[src/design/dbi2c_pkg.sv]
// ----------------------------------------------------------------------------
// dbi2c_pkg
// Types and codes shared by the dual-bus I2C bit master.
// ----------------------------------------------------------------------------
package dbi2c_pkg;

  typedef enum logic [2:0] {
    CMD_NONE  = 3'd0,
    CMD_START = 3'd1,
    CMD_STOP  = 3'd2,
    CMD_SEND  = 3'd3,
    CMD_READ  = 3'd4,
    CMD_WAIT  = 3'd5
  } cmd_t;

  typedef enum logic [3:0] {
    PH_IDLE    = 4'd0,
    PH_ST_HIGH = 4'd1,
    PH_ST_LOW  = 4'd2,
    PH_SP_LOW  = 4'd3,
    PH_SP_HIGH = 4'd4,
    PH_TX_HIGH = 4'd5,
    PH_TX_LOW  = 4'd6,
    PH_RX_LOW  = 4'd7,
    PH_RX_HIGH = 4'd8,
    PH_AK_LOW  = 4'd9,
    PH_AK_HIGH = 4'd10,
    PH_WA_REL  = 4'd11,
    PH_WA_HIGH = 4'd12,
    PH_WA_POLL = 4'd13
  } phase_t;

  // pin slots within one bus
  localparam logic [1:0] PIN_SCL = 2'd0;
  localparam logic [1:0] PIN_SDA = 2'd1;
  localparam logic [1:0] PIN_OE  = 2'd2;

  localparam logic [5:0] PINS_RESET = 6'h3F;

  localparam logic [1:0] REG_HALF_PERIOD = 2'd0;
  localparam logic [1:0] REG_ACK_TIMEOUT = 2'd1;

  localparam logic [15:0] HALF_PERIOD_RESET = 16'd100;
  localparam logic [7:0]  ACK_TIMEOUT_RESET = 8'd250;

  typedef struct packed {
    phase_t     phase;
    logic       active_bus;
    logic [3:0] bit_count;
    logic [7:0] shift_reg;
    logic [7:0] timeout_count;
    logic [5:0] pins;        // {oe_b, sda_b, scl_b, oe_a, sda_a, scl_a}
    logic [7:0] last_rx;
    logic       fail_flag;
    logic       ack_choice;
  } seq_state_t;

endpackage

[src/design/dbi2c_step.sv]
// ----------------------------------------------------------------------------
// dbi2c_step
// One tick of the bus sequencer: next state, timer and done from the
// current state, one input item and the configuration.
// ----------------------------------------------------------------------------
module dbi2c_step #(
  parameter int TIMER_BITS = 16
) (
  input  dbi2c_pkg::seq_state_t  st,
  input  logic [TIMER_BITS-1:0]  delay_timer,
  input  logic [2:0]             command,
  input  logic                   bus_select,
  input  logic [7:0]             tx_byte,
  input  logic                   send_ack,
  input  logic                   sda_in_a,
  input  logic                   sda_in_b,
  input  logic [15:0]            half_period_ticks,
  input  logic [7:0]             ack_timeout,
  output dbi2c_pkg::seq_state_t  st_next,
  output logic [TIMER_BITS-1:0]  delay_timer_next,
  output logic                   done
);
  import dbi2c_pkg::*;

  localparam int LW = (TIMER_BITS > 16) ? TIMER_BITS : 16;
  localparam logic [LW-1:0] TMAX = LW'({TIMER_BITS{1'b1}});

  function automatic logic [5:0] put_pin(logic [5:0] p, logic bus, logic [1:0] which,
                                         logic lvl);
    logic [5:0] r;
    logic [2:0] idx;
    r = p;
    idx = {1'b0, which} + (bus ? 3'd3 : 3'd0);
    r[idx] = lvl;
    return r;
  endfunction

  logic [LW-1:0]          hp_ext;
  logic [LW-1:0]          load_ext;
  logic [TIMER_BITS-1:0]  load_val;
  logic                   cmd_ok;
  logic                   timed;
  logic                   expired;
  logic                   sda_now;
  logic                   poll_fail;
  logic [3:0]             bc_inc;
  logic                   bus;
  phase_t                 phase_next;

  assign hp_ext   = LW'(half_period_ticks);
  assign load_ext = (hp_ext == '0) ? LW'(1) : ((hp_ext > TMAX) ? TMAX : hp_ext);
  assign load_val = load_ext[TIMER_BITS-1:0];

  assign cmd_ok    = (command >= CMD_START) && (command <= CMD_WAIT);
  assign timed     = (st.phase != PH_IDLE) && (st.phase != PH_WA_POLL);
  assign expired   = (delay_timer <= TIMER_BITS'(1));
  assign sda_now   = st.active_bus ? sda_in_b : sda_in_a;
  assign poll_fail = (st.timeout_count >= ack_timeout);
  assign bc_inc    = st.bit_count + 4'd1;
  assign bus       = (st.phase == PH_IDLE && cmd_ok) ? bus_select : st.active_bus;

  // next phase
  always_comb begin
    phase_next = st.phase;
    case (st.phase)
      PH_IDLE: begin
        if (cmd_ok) begin
          case (command)
            CMD_START: phase_next = PH_ST_HIGH;
            CMD_STOP:  phase_next = PH_SP_LOW;
            CMD_SEND:  phase_next = PH_TX_HIGH;
            CMD_READ:  phase_next = PH_RX_LOW;
            default:   phase_next = PH_WA_REL;
          endcase
        end
      end
      PH_WA_POLL: begin
        if (!sda_now)       phase_next = PH_IDLE;
        else if (poll_fail) phase_next = PH_SP_LOW;
      end
      default: begin
        if (expired) begin
          case (st.phase)
            PH_ST_HIGH: phase_next = PH_ST_LOW;
            PH_ST_LOW:  phase_next = PH_IDLE;
            PH_SP_LOW:  phase_next = PH_SP_HIGH;
            PH_SP_HIGH: phase_next = PH_IDLE;
            PH_TX_HIGH: phase_next = PH_TX_LOW;
            PH_TX_LOW:  phase_next = bc_inc[3] ? PH_IDLE : PH_TX_HIGH;
            PH_RX_LOW:  phase_next = PH_RX_HIGH;
            PH_RX_HIGH: phase_next = bc_inc[3] ? PH_AK_LOW : PH_RX_LOW;
            PH_AK_LOW:  phase_next = PH_AK_HIGH;
            PH_AK_HIGH: phase_next = PH_IDLE;
            PH_WA_REL:  phase_next = PH_WA_HIGH;
            PH_WA_HIGH: phase_next = PH_WA_POLL;
            default:    phase_next = PH_IDLE;
          endcase
        end
      end
    endcase
  end

  // datapath and pin levels
  always_comb begin
    st_next = st;
    st_next.phase = phase_next;
    st_next.active_bus = bus;

    if (phase_next != st.phase && phase_next != PH_IDLE && phase_next != PH_WA_POLL)
      delay_timer_next = load_val;
    else if (timed && !expired)
      delay_timer_next = delay_timer - TIMER_BITS'(1);
    else
      delay_timer_next = delay_timer;

    case (st.phase)
      PH_IDLE: begin
        if (cmd_ok) begin
          st_next.bit_count = 4'd0;
          case (command)
            CMD_START: begin
              st_next.pins = put_pin(st_next.pins, bus, PIN_OE, 1'b1);
              st_next.pins = put_pin(st_next.pins, bus, PIN_SDA, 1'b1);
              st_next.pins = put_pin(st_next.pins, bus, PIN_SCL, 1'b1);
            end
            CMD_STOP: begin
              st_next.pins = put_pin(st_next.pins, bus, PIN_OE, 1'b1);
              st_next.pins = put_pin(st_next.pins, bus, PIN_SCL, 1'b0);
              st_next.pins = put_pin(st_next.pins, bus, PIN_SDA, 1'b0);
            end
            CMD_SEND: begin
              st_next.shift_reg = tx_byte;
              st_next.pins = put_pin(st_next.pins, bus, PIN_OE, 1'b1);
              st_next.pins = put_pin(st_next.pins, bus, PIN_SDA, tx_byte[7]);
              st_next.pins = put_pin(st_next.pins, bus, PIN_SCL, 1'b1);
            end
            CMD_READ: begin
              st_next.shift_reg = 8'd0;
              st_next.ack_choice = send_ack;
              st_next.pins = put_pin(st_next.pins, bus, PIN_OE, 1'b0);
              st_next.pins = put_pin(st_next.pins, bus, PIN_SCL, 1'b0);
            end
            default: begin
              st_next.fail_flag = 1'b0;
              st_next.pins = put_pin(st_next.pins, bus, PIN_OE, 1'b0);
              st_next.pins = put_pin(st_next.pins, bus, PIN_SDA, 1'b1);
            end
          endcase
        end
      end
      PH_WA_POLL: begin
        if (!sda_now) begin
          st_next.pins = put_pin(st_next.pins, bus, PIN_SCL, 1'b0);
        end else if (poll_fail) begin
          // timed out: flag it and release the bus with a STOP
          st_next.fail_flag = 1'b1;
          st_next.pins = put_pin(st_next.pins, bus, PIN_OE, 1'b1);
          st_next.pins = put_pin(st_next.pins, bus, PIN_SCL, 1'b0);
          st_next.pins = put_pin(st_next.pins, bus, PIN_SDA, 1'b0);
        end else begin
          st_next.timeout_count = st.timeout_count + 8'd1;
        end
      end
      default: begin
        if (expired) begin
          case (st.phase)
            PH_ST_HIGH: st_next.pins = put_pin(st_next.pins, bus, PIN_SDA, 1'b0);
            PH_ST_LOW:  st_next.pins = put_pin(st_next.pins, bus, PIN_SCL, 1'b0);
            PH_SP_LOW: begin
              st_next.pins = put_pin(st_next.pins, bus, PIN_SCL, 1'b1);
              st_next.pins = put_pin(st_next.pins, bus, PIN_SDA, 1'b1);
            end
            PH_TX_HIGH: st_next.pins = put_pin(st_next.pins, bus, PIN_SCL, 1'b0);
            PH_TX_LOW: begin
              st_next.bit_count = bc_inc;
              st_next.shift_reg = {st.shift_reg[6:0], 1'b0};
              if (!bc_inc[3]) begin
                st_next.pins = put_pin(st_next.pins, bus, PIN_SDA, st.shift_reg[6]);
                st_next.pins = put_pin(st_next.pins, bus, PIN_SCL, 1'b1);
              end
            end
            PH_RX_LOW:  st_next.pins = put_pin(st_next.pins, bus, PIN_SCL, 1'b1);
            PH_RX_HIGH: begin
              st_next.shift_reg = {st.shift_reg[6:0], sda_now};
              st_next.bit_count = bc_inc;
              st_next.pins = put_pin(st_next.pins, bus, PIN_SCL, 1'b0);
              if (bc_inc[3]) begin
                st_next.last_rx = {st.shift_reg[6:0], sda_now};
                st_next.pins = put_pin(st_next.pins, bus, PIN_OE, 1'b1);
                st_next.pins = put_pin(st_next.pins, bus, PIN_SDA, !st.ack_choice);
              end
            end
            PH_AK_LOW:  st_next.pins = put_pin(st_next.pins, bus, PIN_SCL, 1'b1);
            PH_AK_HIGH: st_next.pins = put_pin(st_next.pins, bus, PIN_SCL, 1'b0);
            PH_WA_REL:  st_next.pins = put_pin(st_next.pins, bus, PIN_SCL, 1'b1);
            PH_WA_HIGH: st_next.timeout_count = 8'd0;
            default: ;
          endcase
        end
      end
    endcase
  end

  assign done = (st.phase != PH_IDLE) && (phase_next == PH_IDLE);

endmodule

[src/design/dual_bus_i2c_bit_master.sv]
// ----------------------------------------------------------------------------
// dual_bus_i2c_bit_master
// Bit-level I2C master sequencer for two buses; one input transfer per tick.
// ----------------------------------------------------------------------------
//  channel | handshake                 | payload
//  --------+---------------------------+-----------------------------------------
//  in      | in_valid / in_stall       | command, bus_select, tx_byte, send_ack,
//          |                           | sda_in_a, sda_in_b
//  out     | out_valid / out_stall     | scl_a..sda_b_drive_enable, busy_res,
//          |                           | done_res, rx_byte, ack_failed
//  cfg     | cfg_write_enable          | cfg_index, cfg_write_data
//
// An input transfer reaches the result through the input register, then the
// sequencer step that updates state and loads the result register.
// One item per cycle is sustained while out_stall is low; the step is a single pass through dbi2c_step.
// A stalled result holds the step; the input register then fills and in_stall rises.
// Synchronous reset restores the sequencer's pin state to all high and driven and the default config.
// ----------------------------------------------------------------------------
module dual_bus_i2c_bit_master #(
  parameter int TIMER_BITS = 16
) (
  input  logic        clk,
  input  logic        rst,
  input  logic        in_valid,
  output logic        in_stall,
  input  logic [2:0]  command,
  input  logic        bus_select,
  input  logic [7:0]  tx_byte,
  input  logic        send_ack,
  input  logic        sda_in_a,
  input  logic        sda_in_b,
  output logic        out_valid,
  input  logic        out_stall,
  output logic        scl_a,
  output logic        sda_a,
  output logic        sda_a_drive_enable,
  output logic        scl_b,
  output logic        sda_b,
  output logic        sda_b_drive_enable,
  output logic        busy_res,
  output logic        done_res,
  output logic [7:0]  rx_byte,
  output logic        ack_failed,
  input  logic        cfg_write_enable,
  input  logic [1:0]  cfg_index,
  input  logic [15:0] cfg_write_data
);
  import dbi2c_pkg::*;

  logic [15:0]           half_period_ticks;
  logic [7:0]            ack_timeout;

  logic                  in_valid_r;
  logic [2:0]            command_r;
  logic                  bus_select_r;
  logic [7:0]            tx_byte_r;
  logic                  send_ack_r;
  logic                  sda_in_a_r;
  logic                  sda_in_b_r;

  seq_state_t            st;
  seq_state_t            st_next;
  logic [TIMER_BITS-1:0] delay_timer;
  logic [TIMER_BITS-1:0] delay_timer_next;
  logic                  step_done;
  logic                  move;
  logic                  in_take;

  assign move     = in_valid_r && (!out_valid || !out_stall);
  assign in_stall = in_valid_r && !move;
  assign in_take  = in_valid && !in_stall;

  always_ff @(posedge clk) begin
    if (rst) begin
      half_period_ticks <= HALF_PERIOD_RESET;
      ack_timeout <= ACK_TIMEOUT_RESET;
    end else if (cfg_write_enable) begin
      case (cfg_index)
        REG_HALF_PERIOD: half_period_ticks <= cfg_write_data;
        REG_ACK_TIMEOUT: ack_timeout <= cfg_write_data[7:0];
        default: ;
      endcase
    end
  end

  always_ff @(posedge clk) begin
    if (rst) begin
      in_valid_r <= 1'b0;
    end else if (in_take) begin
      in_valid_r <= 1'b1;
    end else if (move) begin
      in_valid_r <= 1'b0;
    end
  end

  always_ff @(posedge clk) begin
    if (in_take) begin
      command_r <= command;
      bus_select_r <= bus_select;
      tx_byte_r <= tx_byte;
      send_ack_r <= send_ack;
      sda_in_a_r <= sda_in_a;
      sda_in_b_r <= sda_in_b;
    end
  end

  dbi2c_step #(
    .TIMER_BITS(TIMER_BITS)
  ) u_step (
    .st                (st),
    .delay_timer       (delay_timer),
    .command           (command_r),
    .bus_select        (bus_select_r),
    .tx_byte           (tx_byte_r),
    .send_ack          (send_ack_r),
    .sda_in_a          (sda_in_a_r),
    .sda_in_b          (sda_in_b_r),
    .half_period_ticks (half_period_ticks),
    .ack_timeout       (ack_timeout),
    .st_next           (st_next),
    .delay_timer_next  (delay_timer_next),
    .done              (step_done)
  );

  always_ff @(posedge clk) begin
    if (rst) begin
      st.phase <= PH_IDLE;
      st.active_bus <= 1'b0;
      st.bit_count <= 4'd0;
      st.shift_reg <= 8'd0;
      st.timeout_count <= 8'd0;
      st.pins <= PINS_RESET;
      st.last_rx <= 8'd0;
      st.fail_flag <= 1'b0;
      st.ack_choice <= 1'b0;
      delay_timer <= '0;
    end else if (move) begin
      st <= st_next;
      delay_timer <= delay_timer_next;
    end
  end

  always_ff @(posedge clk) begin
    if (rst) begin
      out_valid <= 1'b0;
    end else if (move) begin
      out_valid <= 1'b1;
    end else if (!out_stall) begin
      out_valid <= 1'b0;
    end
  end

  always_ff @(posedge clk) begin
    if (move) begin
      scl_a <= st_next.pins[0];
      sda_a <= st_next.pins[1];
      sda_a_drive_enable <= st_next.pins[2];
      scl_b <= st_next.pins[3];
      sda_b <= st_next.pins[4];
      sda_b_drive_enable <= st_next.pins[5];
      busy_res <= (st_next.phase != PH_IDLE);
      done_res <= step_done;
      rx_byte <= st_next.last_rx;
      ack_failed <= st_next.fail_flag;
    end
  end

  a_done_not_busy: assert property (@(posedge clk) disable iff (rst)
    out_valid && done_res |-> !busy_res)
    else $error("done result reports busy");

  a_busy_matches_phase: assert property (@(posedge clk) disable iff (rst)
    move |=> out_valid && (busy_res == (st.phase != PH_IDLE)))
    else $error("busy result disagrees with sequencer phase");

  a_pins_hold_mid_phase: assert property (@(posedge clk) disable iff (rst)
    move && st.phase != PH_IDLE && st.phase != PH_WA_POLL && delay_timer > TIMER_BITS'(1)
    |=> $stable(st.pins))
    else $error("pin levels changed before the half period ran out");

endmodule
[config.mk]
export PLATFORM = sky130hd
export DESIGN_NAME = dual_bus_i2c_bit_master
export DESIGN_NICKNAME = d
export VERILOG_FILES = /design/src/design/dbi2c_pkg.sv /design/src/design/dbi2c_step.sv /design/src/design/dual_bus_i2c_bit_master.sv
export SDC_FILE = /design/constraint.sdc
export NUM_CORES = 1
export LEC_CHECK = 0
export ABC_AREA = 1
export CORE_MARGIN = 2
export CORE_UTILIZATION = 45
export CTS_CLUSTER_SIZE = 20
export DETAILED_ROUTE_END_ITERATION = 6
export DONT_BUFFER_PORTS = 1
export PLACE_DENSITY_LB_ADDON = 0.1
export SYNTH_ARGS = -nofsm -noshare
export SYNTH_HDL_FRONTEND = slang
export SYNTH_SLANG_ARGS = --single-unit
[constraint.sdc]
create_clock -name clk -period 3.1 [get_ports clk]
set_input_delay 0.31 -clock clk [delete_from_list [all_inputs] [get_ports clk]]
set_output_delay 0.31 -clock clk [all_outputs]
set_load 0.02 [all_outputs]
==> impl_results.md, run 1 <==
* Ys flop type: dfxtp_1
* CP endpoint kind: flop
* Setup Fix Bufs, Post-CTS at 0
* Synth top area share at 26.6%
* Core area at around 0.013 sq mm
* H-Tree Depth at 4
* Final setup viols at 0
* CTS sink cnt at around 110
* Filler-free cell count of the finished design at roughly 1.1k
* CP dominant cell by count: nand2_1
* Die height at ~120 um
* R2R depth at 19
* First-pass GRT wire length at approximately 26000 um
* Combinational power share at between 20% and 30%
* Critical Path RT at ~3.4 ns
* Synth Instances at 866
* Slew at the pin closest to its max-slew limit at between 0.8 and 0.9 ns
* Number of buffers created by CTS at 17
* Post-synth EDFFs at 32
* Cell Area, Placed at about 0.0064 sq mm
* Seq/Total Area, Yosys at a little over two fifths
* FF+latch count, synth at between 100 and 150
* Worst R2R End: delay_timer[14]
* Sw power at around 1.5 mW
* Clock-pin slew on the worst setup and hold paths at 0.06 ns
* Worst-path cell chain: inv_1 > ha_1 > inv_1 > nand2_1 > nand2_1 > nor2_1 > nand3_1 > nor2_1 > nand2_1 > nand2_1 > nand2_2 > nand2_2 > nor2_2 > nor2_8 > nand2_4 > inv_4 > nand3_1 > nand2_1 > inv_1
* Yosys warns at 0
* Most frequent cells in the layout: 197 x nand2_1, 119 x inv_1, 106 x nor2_1, 82 x dfxtp_1, 65 x nand3_1
* Status: finished clean
* Most common cell after layout, fill and taps aside: nand2_1
* Hold Path Origin: cfg_write_data[6]
* Final Hold Fails at 0
* Reg2reg start: delay_timer[0]
* Clk_lat worst skew at approximately 0.42 ns
* DRC viols at 0
* Vias in the first global route at between 5k and 6k
* Tmin final at between 2 and 3 ns
* TNS Setup at 0 ns
* IO buf count at 0
* CTS Buffer Depth at 2
* Gr ovfl total at 0
* LEAKAGE at 3.37 nW
* Row count at 42
* Wirelength, routed at between 15000 and 20000 um
* Post-synthesis async set-or-reset flop share at 0%
* Maximum VDD drop at about 440 uV
* Slowest cell on the critical path: dfxtp_1
* CP Max Fanout at 17
* Cell area after synthesis at between 0.006 and 0.007 sq mm
* Pint at between 3 and 4 mW
* Layout fillers at ~1.3k
* Hold Path Stages at 2
* Wire length per cell at between 10 and 15 um
* Largest net degree at the start of global routing at 29
* Yosys top cell by area: dfxtp_1
* CP Capture Point: delay_timer[14]
* Detailed Place HPWL at 11200 um
* Initial antenna violation count at 0
* Unrepaired setup endpoints after global routing: false
* Worst hold-check path type: in2reg
* Placed Cells at ~1.0k
* Syn-to-layout area delta at 16.8%
* RD Place Congestion at about 0.93
* Starting Density at approximately 46%
* Mean Syn Cell Area at 7.12 sq um
* Fmax at between 0.3 and 0.4 GHz
* CTS tree: yes
* Max Cap Viol at 0
* Pins Over Slew Limit at 0
* WP buf/inv at 4
* # diodes at 0
* Die width at around 120 um
* CTS root buffer: clkbuf_16
* Tcrit/Tclk final at between 80% and 90%
* Area contributors post-synth: dfxtp_1 27%, edfxtp_1 16%, nand2_1 12%
* Fin nets at ~940
* Proportion of layout cells with a drive suffix above 1 at 7.88%
* Drt initial violations at about 550
* Netlist cell types at between 40 and 50
* Crit path launch: delay_timer[0]
* Clock Power Share at 44.3%
* Gr usage total at a little under a quarter
* Sequential share of power at 35.0%
* CP Depth at 19
* Register-to-register setup slack at ~0.36 ns
* CP arrival at 3.05 ns
* Fin area at around 0.0072 sq mm
* Via count at about 5.7k
* Detail Route Antenna Nets at 0
* Die area at 0.0147 sq mm
* Clk_skew at 0.00998 ns
* Crit path max-delay family: simple AND/OR/NAND/NOR gates
* Routed vias/inst at ~5.3
* I/O Pins at 57
* Max stage delay on crit path at ~0.31 ns
* Power Dens Cells at between 600 and 700 mW/mm^2
* Syn_nets at approximately 920
* Pre-antenna DRT Iters at 5
* Critical Path Start Type: flop
* Slew headroom at 45.4%
* Sw Ratio at 30.0%
* Critical setup path kind: reg2reg
## worst reg2reg max path, cell delays in order, from the launching register on
cell and delay (ns):
dfxtp_1 0.31, inv_1 0.12, ha_1 0.25, inv_1 0.06
nand2_1 0.06, nand2_1 0.04, nor2_1 0.09, nand3_1 0.27
nor2_1 0.22, nand2_1 0.08, nand2_1 0.10, nand2_2 0.09
nand2_2 0.08, nor2_2 0.07, nor2_8 0.22, nand2_4 0.19
inv_4 0.22, nand3_1 0.11, nand2_1 0.07, inv_1 0.03
## power by group through the flow
stage          Sequential, mW  Clock, mW  Combinational (mW)
2_1_floorplan            1.75          0               0.782
3_3_place_gp             1.78          0               0.980
3_5_place_dp             1.78          0               0.989
4_1_cts                  1.75       2.24                1.02
5_1_grt                  1.76       2.31                1.18
6_report                 1.75       2.21                1.03
## per-layer routing
metal,up-vias,wire length [um],global-route usage (%)
li1,2883,-,-
met1,2616,7570,31.6
met2,172,7150,34.9
met3,21,850,5.03
met4,0,251,8.43
met5,-,0,0
## final cells by class
class                   instances  area [sq um]  area share [%]
flip-flops and latches        114          2600            36.1
clock buffers                  18           429            5.96
well taps                     176           220            3.06
repair buffers                 32           280            3.89
multi-input cells             594          2950            40.9
clock inverters                14           235            3.27
inverters                     129           487            6.76
## cells by family after synthesis
kind of cell / Yosys count / synth area share (%)
flops: 114 / 42.2
simple gates: 409 / 28.4
fa+ha+maj: 12 / 2.44
xor+xnor: 14 / 1.99
compound gates: 159 / 14.8
buf+inv: 158 / 10.2
## registers in the layout (all words and copies together), names as in the netlist, 3 cells and up
signal             count
tx_byte_r              8
st                    40
delay_timer           16
command_r              3
ack_timeout            8
rx_byte                8
half_period_ticks     16
## cells in the mapped netlist (all sizes together) (3+ instances only)
cell type and n:
ha 12, nor4 5, a221oi 6, nand2 202, o211ai 12, nand3 66, edfxtp 32, a21oi 52
o221ai 3, nand4 7, dfxtp 82, inv 128, buf 13, nor3b 3, xor2 14, nor3 8
nor2 115, o21ai 64, a211oi 11, clkbuf 16
## stage by stage
stage                     hold slack, ns  utilization [%]  power, mW  worst slack (ns)
final                             0.0231             54.2       4.99             0.360
after global routing              0.0238             54.2       5.24            0.0606
after CTS                        0.00931             54.1       5.01             0.303
after detailed placement           0.391             47.9       2.77             0.337
after global placement             0.388             47.9       2.76             0.362
after floorplan                    0.409                -       2.54             0.838
## how the worst min path moves through the flow
| stage | to | slack [ns] |
|---|---|---|
| global placement | st[33] | 0.39 |
| detailed placement | st[33] | 0.39 |
| global route | half_period_ticks[4] | 0.02 |
| CTS | ack_timeout[6] | 0.009 |
| floorplan | bus_select_r | 0.41 |
| finish | ack_timeout[6] | 0.02 |
## repair_timing
action	CTS	global route
hold buffers	16	0
endpoints found under the setup margin	0	6
resized for setup	0	1
hold endpoints to repair	33	0
Note: power is estimated with default switching activity, not from simulation.
==> run 2: changes to the inputs <==
==> constraint.sdc (replaced) <==
create_clock -name clk -period 3.5 [get_ports clk]
set_input_delay 0.35 -clock clk [delete_from_list [all_inputs] [get_ports clk]]
set_output_delay 0.35 -clock clk [all_outputs]
set_load 0.02 [all_outputs]
==> run 2 against run 1 <==
  * Design area is 4.2% lower
  * First-iteration DRC count decreased by 17%
  * Sequential power decreased by 11%
  * Critical path depth shrank 1
  * Non-clock buffer count shrank 21
  * Die area stayed put
  * Largest power group unchanged
  * Highest routed layer unchanged
==> impl_results.md, run 2 (synthesis results as in run 1) <==
* Status: finished clean (unchanged)
* Most common cell after layout, fill and taps aside: nand2_1 (unchanged)
* Combinational power share at 21.4% (was 20.7%)
* Starting Density at 46.4% (unchanged)
* Sw Ratio at 31.6% (was 30.0%)
* Total Power Consumption at 4.06 mW (was 4.99 mW)
* Die area at 0.0147 sq mm (unchanged)
* CTS tree: yes (unchanged)
* Slew headroom at 34.5% (was 45.4%)
* Critical Path Start Type: flop (unchanged)
* Hold Path Stages at 0 (was 2)
* Final hold slack at 0.0283 ns (was 0.0231 ns)
* Fin nets at 917 (was 938)
* Row count at 42 (unchanged)
* H-Tree Depth at 4 (unchanged)
* Initial antenna violation count at 0 (unchanged)
* Clock-pin slew on the worst setup and hold paths at 0.06 ns (about the same)
* GRT busiest layer: met2 (unchanged)
* Post-CTS Resized at 0 (unchanged)
* CP arrival at 3.27 ns (was 3.05 ns)
* Detailed Place HPWL at 11000 um (was 11200 um)
* Tcrit/Tclk final at 84.3% (was 88.4%)
* Critical Path RT at 3.81 ns (was 3.41 ns)
* CTS sink cnt at 114 (unchanged)
* Drt initial violations at 453 (was 546)
* Slew at the pin closest to its max-slew limit at 0.981 ns (was 0.817 ns)
* Worst hold-check path type: in2reg (unchanged)
* Clock Power Share at 40.4% (was 44.3%)
* Sw power at 1.28 mW (was 1.50 mW)
* IO buf count at 0 (unchanged)
* GRT met2 Usage at 36.2% (was 34.9%)
* Hold Path Origin: sda_in_a (was cfg_write_data[6])
* Most frequent cells in the layout: 197 x nand2_1, 119 x inv_1, 107 x nor2_1, 82 x dfxtp_1, 65 x nand3_1 (was 197 x nand2_1, 119 x inv_1, 106 x nor2_1, 82 x dfxtp_1, 65 x nand3_1)
* Gr usage total at 22.9% (was 22.8%)
* TNS Setup at 0 ns (unchanged)
* Register-to-register setup slack at 0.55 ns (was 0.36 ns)
* Unrepaired setup endpoints after global routing: false (unchanged)
* Wirelength, routed at 15600 um (was 15800 um)
* Pins Over Slew Limit at 0 (unchanged)
* Final setup viols at 0 (unchanged)
* Reg2reg start: st[38] (was delay_timer[0])
* Largest net degree at the start of global routing at 36 (was 29)
* Largest register FFs at 40 (unchanged)
* Fmax at 0.339 GHz (was 0.365 GHz)
* RD Place Congestion at 0.925 (was 0.932)
* Die width at 121 um (unchanged)
* I/O Pins at 57 (unchanged)
* Wire length per cell at 14.8 um (was 14.7 um)
* End point of the worst hold path: sda_in_a_r (was ack_timeout[6])
* CTS Buffer Depth at 2 (unchanged)
* Gr ovfl total at 0 (unchanged)
* Max Cap Viol at 0 (unchanged)
* Routed vias/inst at 5.26 (was 5.29)
* Largest register by flop count: st (unchanged)
* Final Hold Fails at 0 (unchanged)
* CTS root buffer: clkbuf_16 (unchanged)
* Worst R2R End: delay_timer[15] (was delay_timer[14])
* Setup Fix Bufs, Post-CTS at 0 (unchanged)
* CP endpoint kind: flop (unchanged)
* Tmin final at 2.95 ns (was 2.74 ns)
* DRC viols at 0 (unchanged)
* Maximum VDD drop at 340 uV (was 440 uV)
* R2R depth at 18 (was 19)
* Proportion of layout cells with a drive suffix above 1 at 6.70% (was 7.88%)
* Sequential share of power at 38.2% (was 35.0%)
* Clk_skew at 0.00940 ns (was 0.00998 ns)
* # diodes at 0 (unchanged)
* Largest registers: st x40, delay_timer x16, half_period_ticks x16 (unchanged)
* Met3 usage at 5.92% (was 5.03%)
* Number of buffers created by CTS at 17 (unchanged)
* Via count at 5553 (was 5692)
* Die height at 121 um (unchanged)
* Hold buffer count at CTS at 3 (was 16)
* First-pass GRT wire length at 26200 um (was 26400 um)
* Clk_lat worst skew at 0.42 ns (about the same)
* Vias in the first global route at 5388 (was 5300)
* Critical setup path kind: reg2reg (unchanged)
* Syn-to-layout area delta at 11.9% (was 16.8%)
* GR Layer Usage met1 at 30.2% (was 31.6%)
* Detail Route Antenna Nets at 0 (unchanged)
* Pint at 2.78 mW (was 3.50 mW)
* CP Max Fanout at 18 (was 17)
* Pre-antenna DRT Iters at 5 (unchanged)
* LEAKAGE at 3.23 nW (was 3.37 nW)
* Power Dens Cells at 588 mW/mm^2 (was 694 mW/mm^2)
* Core area at 0.0133 sq mm (unchanged)
run 2: worst max-delay path, stage by stage (launching register included):
cell and delay, ns:
dfxtp_1 0.40, nor2_1 0.28, nand2_1 0.13, inv_2 0.28
nand2_1 0.14, inv_1 0.18, nand2_1 0.08, nand2_1 0.06
inv_1 0.04, nand2_1 0.08, nand2_1 0.13, nand2_1 0.11
nor2_2 0.07, nor2_8 0.24, nand2_4 0.20, inv_4 0.21
nand3_1 0.10, nand2_1 0.07, inv_1 0.04
run 2: worst max path at each step:
| stage | from | endpoint | slack [ns] | cells past startpoint |
|---|---|---|---|---|
| floorplan | delay_timer[0] | delay_timer[2] | 1.24 | 20 |
| global placement | st[38] | sda_a | 0.67 | 14 |
| detailed placement | st[37] | delay_timer[15] | 0.64 | 18 |
| CTS | st[38] | sda_b | 0.62 | 13 |
| global route | st[38] | sda_a | 0.20 | 14 |
| finish | st[38] | delay_timer[15] | 0.55 | 18 |
run 2: cell type report:
cell class                      instances  area, sq um
Fill cell                            1282         6400
Multi-Input combinational cell        594         2940
Sequential cell                       114         2600
Inverter                              129          487
Clock buffer                           21          440
Tap cell                              176          220
Clock inverter                         11          115
Timing Repair Buffer                   11         90.1
run 2: layer usage:
| metal | vias to the layer above | part of all wire, % |
|---|---|---|
| met5 | - | 0 |
| met4 | 0 | 1.4 |
| met3 | 22 | 5.8 |
| met2 | 127 | 46 |
| met1 | 2565 | 47 |
| li1 | 2839 | - |
run 2: per-stage QoR:
| stage | utilization [%] | worst slack [ns] | cells | instance area (sq um) |
|---|---|---|---|---|
| global placement | 47.5 | 0.672 | 1021 | 6310 |
| finish | 51.9 | 0.549 | 1056 | 6900 |
| global route | 51.9 | 0.201 | 1056 | 6900 |
| floorplan | - | 1.24 | 866 | 6170 |
| CTS | 51.9 | 0.619 | 1056 | 6900 |
| detailed placement | 47.5 | 0.635 | 1021 | 6310 |
run 2: power groups by stage:
stage	combinational, mW	clock, mW	sequential [mW]
after detailed placement	0.853	0	1.58
after floorplan	0.693	0	1.55
final	0.867	1.64	1.55
after global routing	0.984	1.74	1.56
after CTS	0.865	1.68	1.55
after global placement	0.845	0	1.58
==> run 3: changes to the inputs <==
==> constraint.sdc (replaced) <==
create_clock -name clk -period 2.7 [get_ports clk]
set_input_delay 0.27 -clock clk [delete_from_list [all_inputs] [get_ports clk]]
set_output_delay 0.27 -clock clk [all_outputs]
set_load 0.02 [all_outputs]
==> run 3 against run 2 <==
  * Clock power grew 37%
  * Setup slack lost 0.36 ns
  * Routed wire length grew 4.8%
  * Flip-flop and latch count is the same
  * Design area grew 7.4%
  * Clock skew grew 0.0011 ns
  * Critical path type unchanged
  * Register-to-register slack lost 0.36 ns
  * Final cell count grew 4.5%
  * Via count grew 3.9%
  * Critical path depth shrank 1
  * Clock-buffer cell count shrank 1
==> impl_results.md, run 3 (synthesis results as in run 1) <==
* Most common cell after layout, fill and taps aside: nand2_1 (unchanged)
* Pins Over Slew Limit at 0 (unchanged)
* Critical Path RT at 3.07 ns (was 3.81 ns)
* Final setup viols at 0 (unchanged)
* Wire length per cell at 14.8 um (about the same)
* CP Capture Point: delay_timer[0] (was delay_timer[15])
* Sequential share of power at 36.5% (was 38.2%)
* Row count at 42 (unchanged)
* CTS root buffer: clkbuf_16 (unchanged)
* Status: finished clean (unchanged)
* Clk_skew at 0.0105 ns (was 0.00940 ns)
* CP arrival at 2.87 ns (was 3.27 ns)
* Reg2reg start: st[37] (was st[38])
* Gr ovfl total at 0 (unchanged)
* CP endpoint kind: flop (unchanged)
* Proportion of layout cells with a drive suffix above 1 at 9.16% (was 6.70%)
* Tmin final at 2.51 ns (was 2.95 ns)
* Clock Power Share at 40.5% (was 40.4%)
* Vias in the first global route at 5457 (was 5388)
* Number of buffers created by CTS at 17 (unchanged)
* H-Tree Depth at 4 (unchanged)
* Clock-pin slew on the worst setup and hold paths at 0.05 ns (was 0.06 ns)
* CTS sink cnt at 114 (unchanged)
* Starting Density at 46.4% (unchanged)
* R2R depth at 17 (was 18)
* Critical setup path kind: reg2reg (unchanged)
* Die area at 0.0147 sq mm (unchanged)
* Final Hold Fails at 0 (unchanged)
* Syn-to-layout area delta at 20.2% (was 11.9%)
* Gr usage total at 23.4% (was 22.9%)
* Sw power at 1.70 mW (was 1.28 mW)
* CTS tree: yes (unchanged)
* IO buf count at 0 (unchanged)
* Worst R2R End: delay_timer[0] (was delay_timer[15])
* DRC viols at 0 (unchanged)
* Critical Path Start Type: flop (unchanged)
* Tcrit/Tclk final at 92.9% (was 84.3%)
* Most frequent cells in the layout: 197 x nand2_1, 119 x inv_1, 107 x nor2_1, 79 x dfxtp_1, 64 x nand3_1 (was 197 x nand2_1, 119 x inv_1, 107 x nor2_1, 82 x dfxtp_1, 65 x nand3_1)
* Core area at 0.0133 sq mm (unchanged)
* Largest register FFs at 40 (unchanged)
* Total Power Consumption at 5.52 mW (was 4.06 mW)
* Pint at 3.82 mW (was 2.78 mW)
* Via count at 5770 (was 5553)
* Register-to-register setup slack at 0.19 ns (was 0.55 ns)
* Largest registers: st x40, delay_timer x16, half_period_ticks x16 (unchanged)
* Sw Ratio at 30.7% (was 31.6%)
* Detailed Place HPWL at 11400 um (was 11000 um)
* Crit path launch: st[37] (was st[38])
* Post-layout util at 55.8% (was 51.9%)
* LEAKAGE at 3.47 nW (was 3.23 nW)
* Initial antenna violation count at 0 (unchanged)
* Unrepaired setup endpoints after global routing: true (was false)
* Die height at 121 um (unchanged)
* Worst hold-check path type: in2reg (unchanged)
* Fin nets at 965 (was 917)
* Cell Area, Placed at 0.00648 sq mm (was 0.00631 sq mm)
* Maximum VDD drop at 515 uV (was 340 uV)
* Slew headroom at 54.1% (was 34.5%)
* Largest net degree at the start of global routing at 31 (was 36)
* Detail Route Antenna Nets at 0 (unchanged)
* RD Place Congestion at 0.925 (about the same)
* Combinational power share at 23.0% (was 21.4%)
* Fmax at 0.399 GHz (was 0.339 GHz)
* CP Max Fanout at 16 (was 18)
* Wirelength, routed at 16400 um (was 15600 um)
* Die width at 121 um (unchanged)
* Routed vias/inst at 5.23 (was 5.26)
* Pre-antenna DRT Iters at 6 (was 5)
* Power Dens Cells at 745 mW/mm^2 (was 588 mW/mm^2)
* Layout fillers at 1244 (was 1282)
* Clk_lat worst skew at 0.42 ns (about the same)
* I/O Pins at 57 (unchanged)
* CTS Buffer Depth at 2 (unchanged)
* First-pass GRT wire length at 26900 um (was 26200 um)
* # diodes at 0 (unchanged)
* Fin area at 0.00741 sq mm (was 0.00690 sq mm)
* Max Cap Viol at 0 (unchanged)
* Slew at the pin closest to its max-slew limit at 0.687 ns (was 0.981 ns)
* Drt initial violations at 535 (was 453)
* Largest register by flop count: st (unchanged)
[run 3: changes by cell type in the layout (fill, tap and decap cells not counted), moves of 2 or more]
cell,before,now
dfxtp_2,0,3
dfxtp_1,82,79
buf_12,0,3
dlygate4sd3_1,3,31
clkbuf_1,4,2
buf_4,8,25
[run 3: area by class of cell]
class | instances | area, sq um | area share, %
multi-input combinational | 594 | 2950 | 39.8
clock buffer | 20 | 447 | 6.03
sequential | 114 | 2610 | 35.2
timing repair buffer | 59 | 558 | 7.53
inverter | 129 | 489 | 6.60
tap | 176 | 220 | 2.97
clock inverter | 12 | 140 | 1.89
[run 3: metrics by stage]
stage	setup TNS, ns	instances	setup WS [ns]	hold WS [ns]
2_1_floorplan	0	866	0.438	0.369
3_3_place_gp	0	1040	0.224	0.349
3_5_place_dp	0	1040	0.235	0.352
4_1_cts	0	1104	0.162	0.0000435
5_1_grt	-0.0562	1104	-0.0236	0.00527
6_report	0	1104	0.192	0.00614
[run 3: metal layers]
layer | part of all wire (%) | track usage, %
met1 | 47 | 31.2
met2 | 47 | 37.3
met3 | 5.4 | 5.69
met4 | 1.2 | 7.56
met5 | 0 | 0
[run 3: how the worst min path moves through the flow]
stage | start | end | depth (start not counted)
2_1_floorplan | bus_select | bus_select_r | 0
3_3_place_gp | rst | st[33] | 1
3_5_place_dp | rst | st[33] | 1
4_1_cts | rst | delay_timer[14] | 3
5_1_grt | rst | st[37] | 3
6_report | rst | delay_timer[14] | 3
[run 3: timing repair]
item,in CTS,in global routing
gates resized for setup,0,6
hold endpoints to repair,65,0
hold buffers,32,0
buffers inserted,0,0
setup endpoints to repair,0,17
[run 3: power groups by stage]
stage	clock network (mW)	registers (mW)	logic (mW)
finish	2.24	2.01	1.27
global route	2.35	2.03	1.44
CTS	2.27	2.01	1.26
detailed placement	0	2.04	1.20
global placement	0	2.04	1.20
floorplan	0	2.01	0.898
[run 3: worst max-delay path: stages, from the launching register on]
cell,delay [ns]
dfxtp_2,0.37
inv_2,0.08
nor2_2,0.16
inv_2,0.08
nor2_4,0.19
inv_2,0.10
nor2_2,0.17
nand3_1,0.16
nand2_1,0.10
nand2_1,0.13
nand2_2,0.09
nor2_2,0.07
nor2_8,0.16
nand2_4,0.09
buf_12,0.17
a21oi_1,0.17
nand2_1,0.10
inv_1,0.06
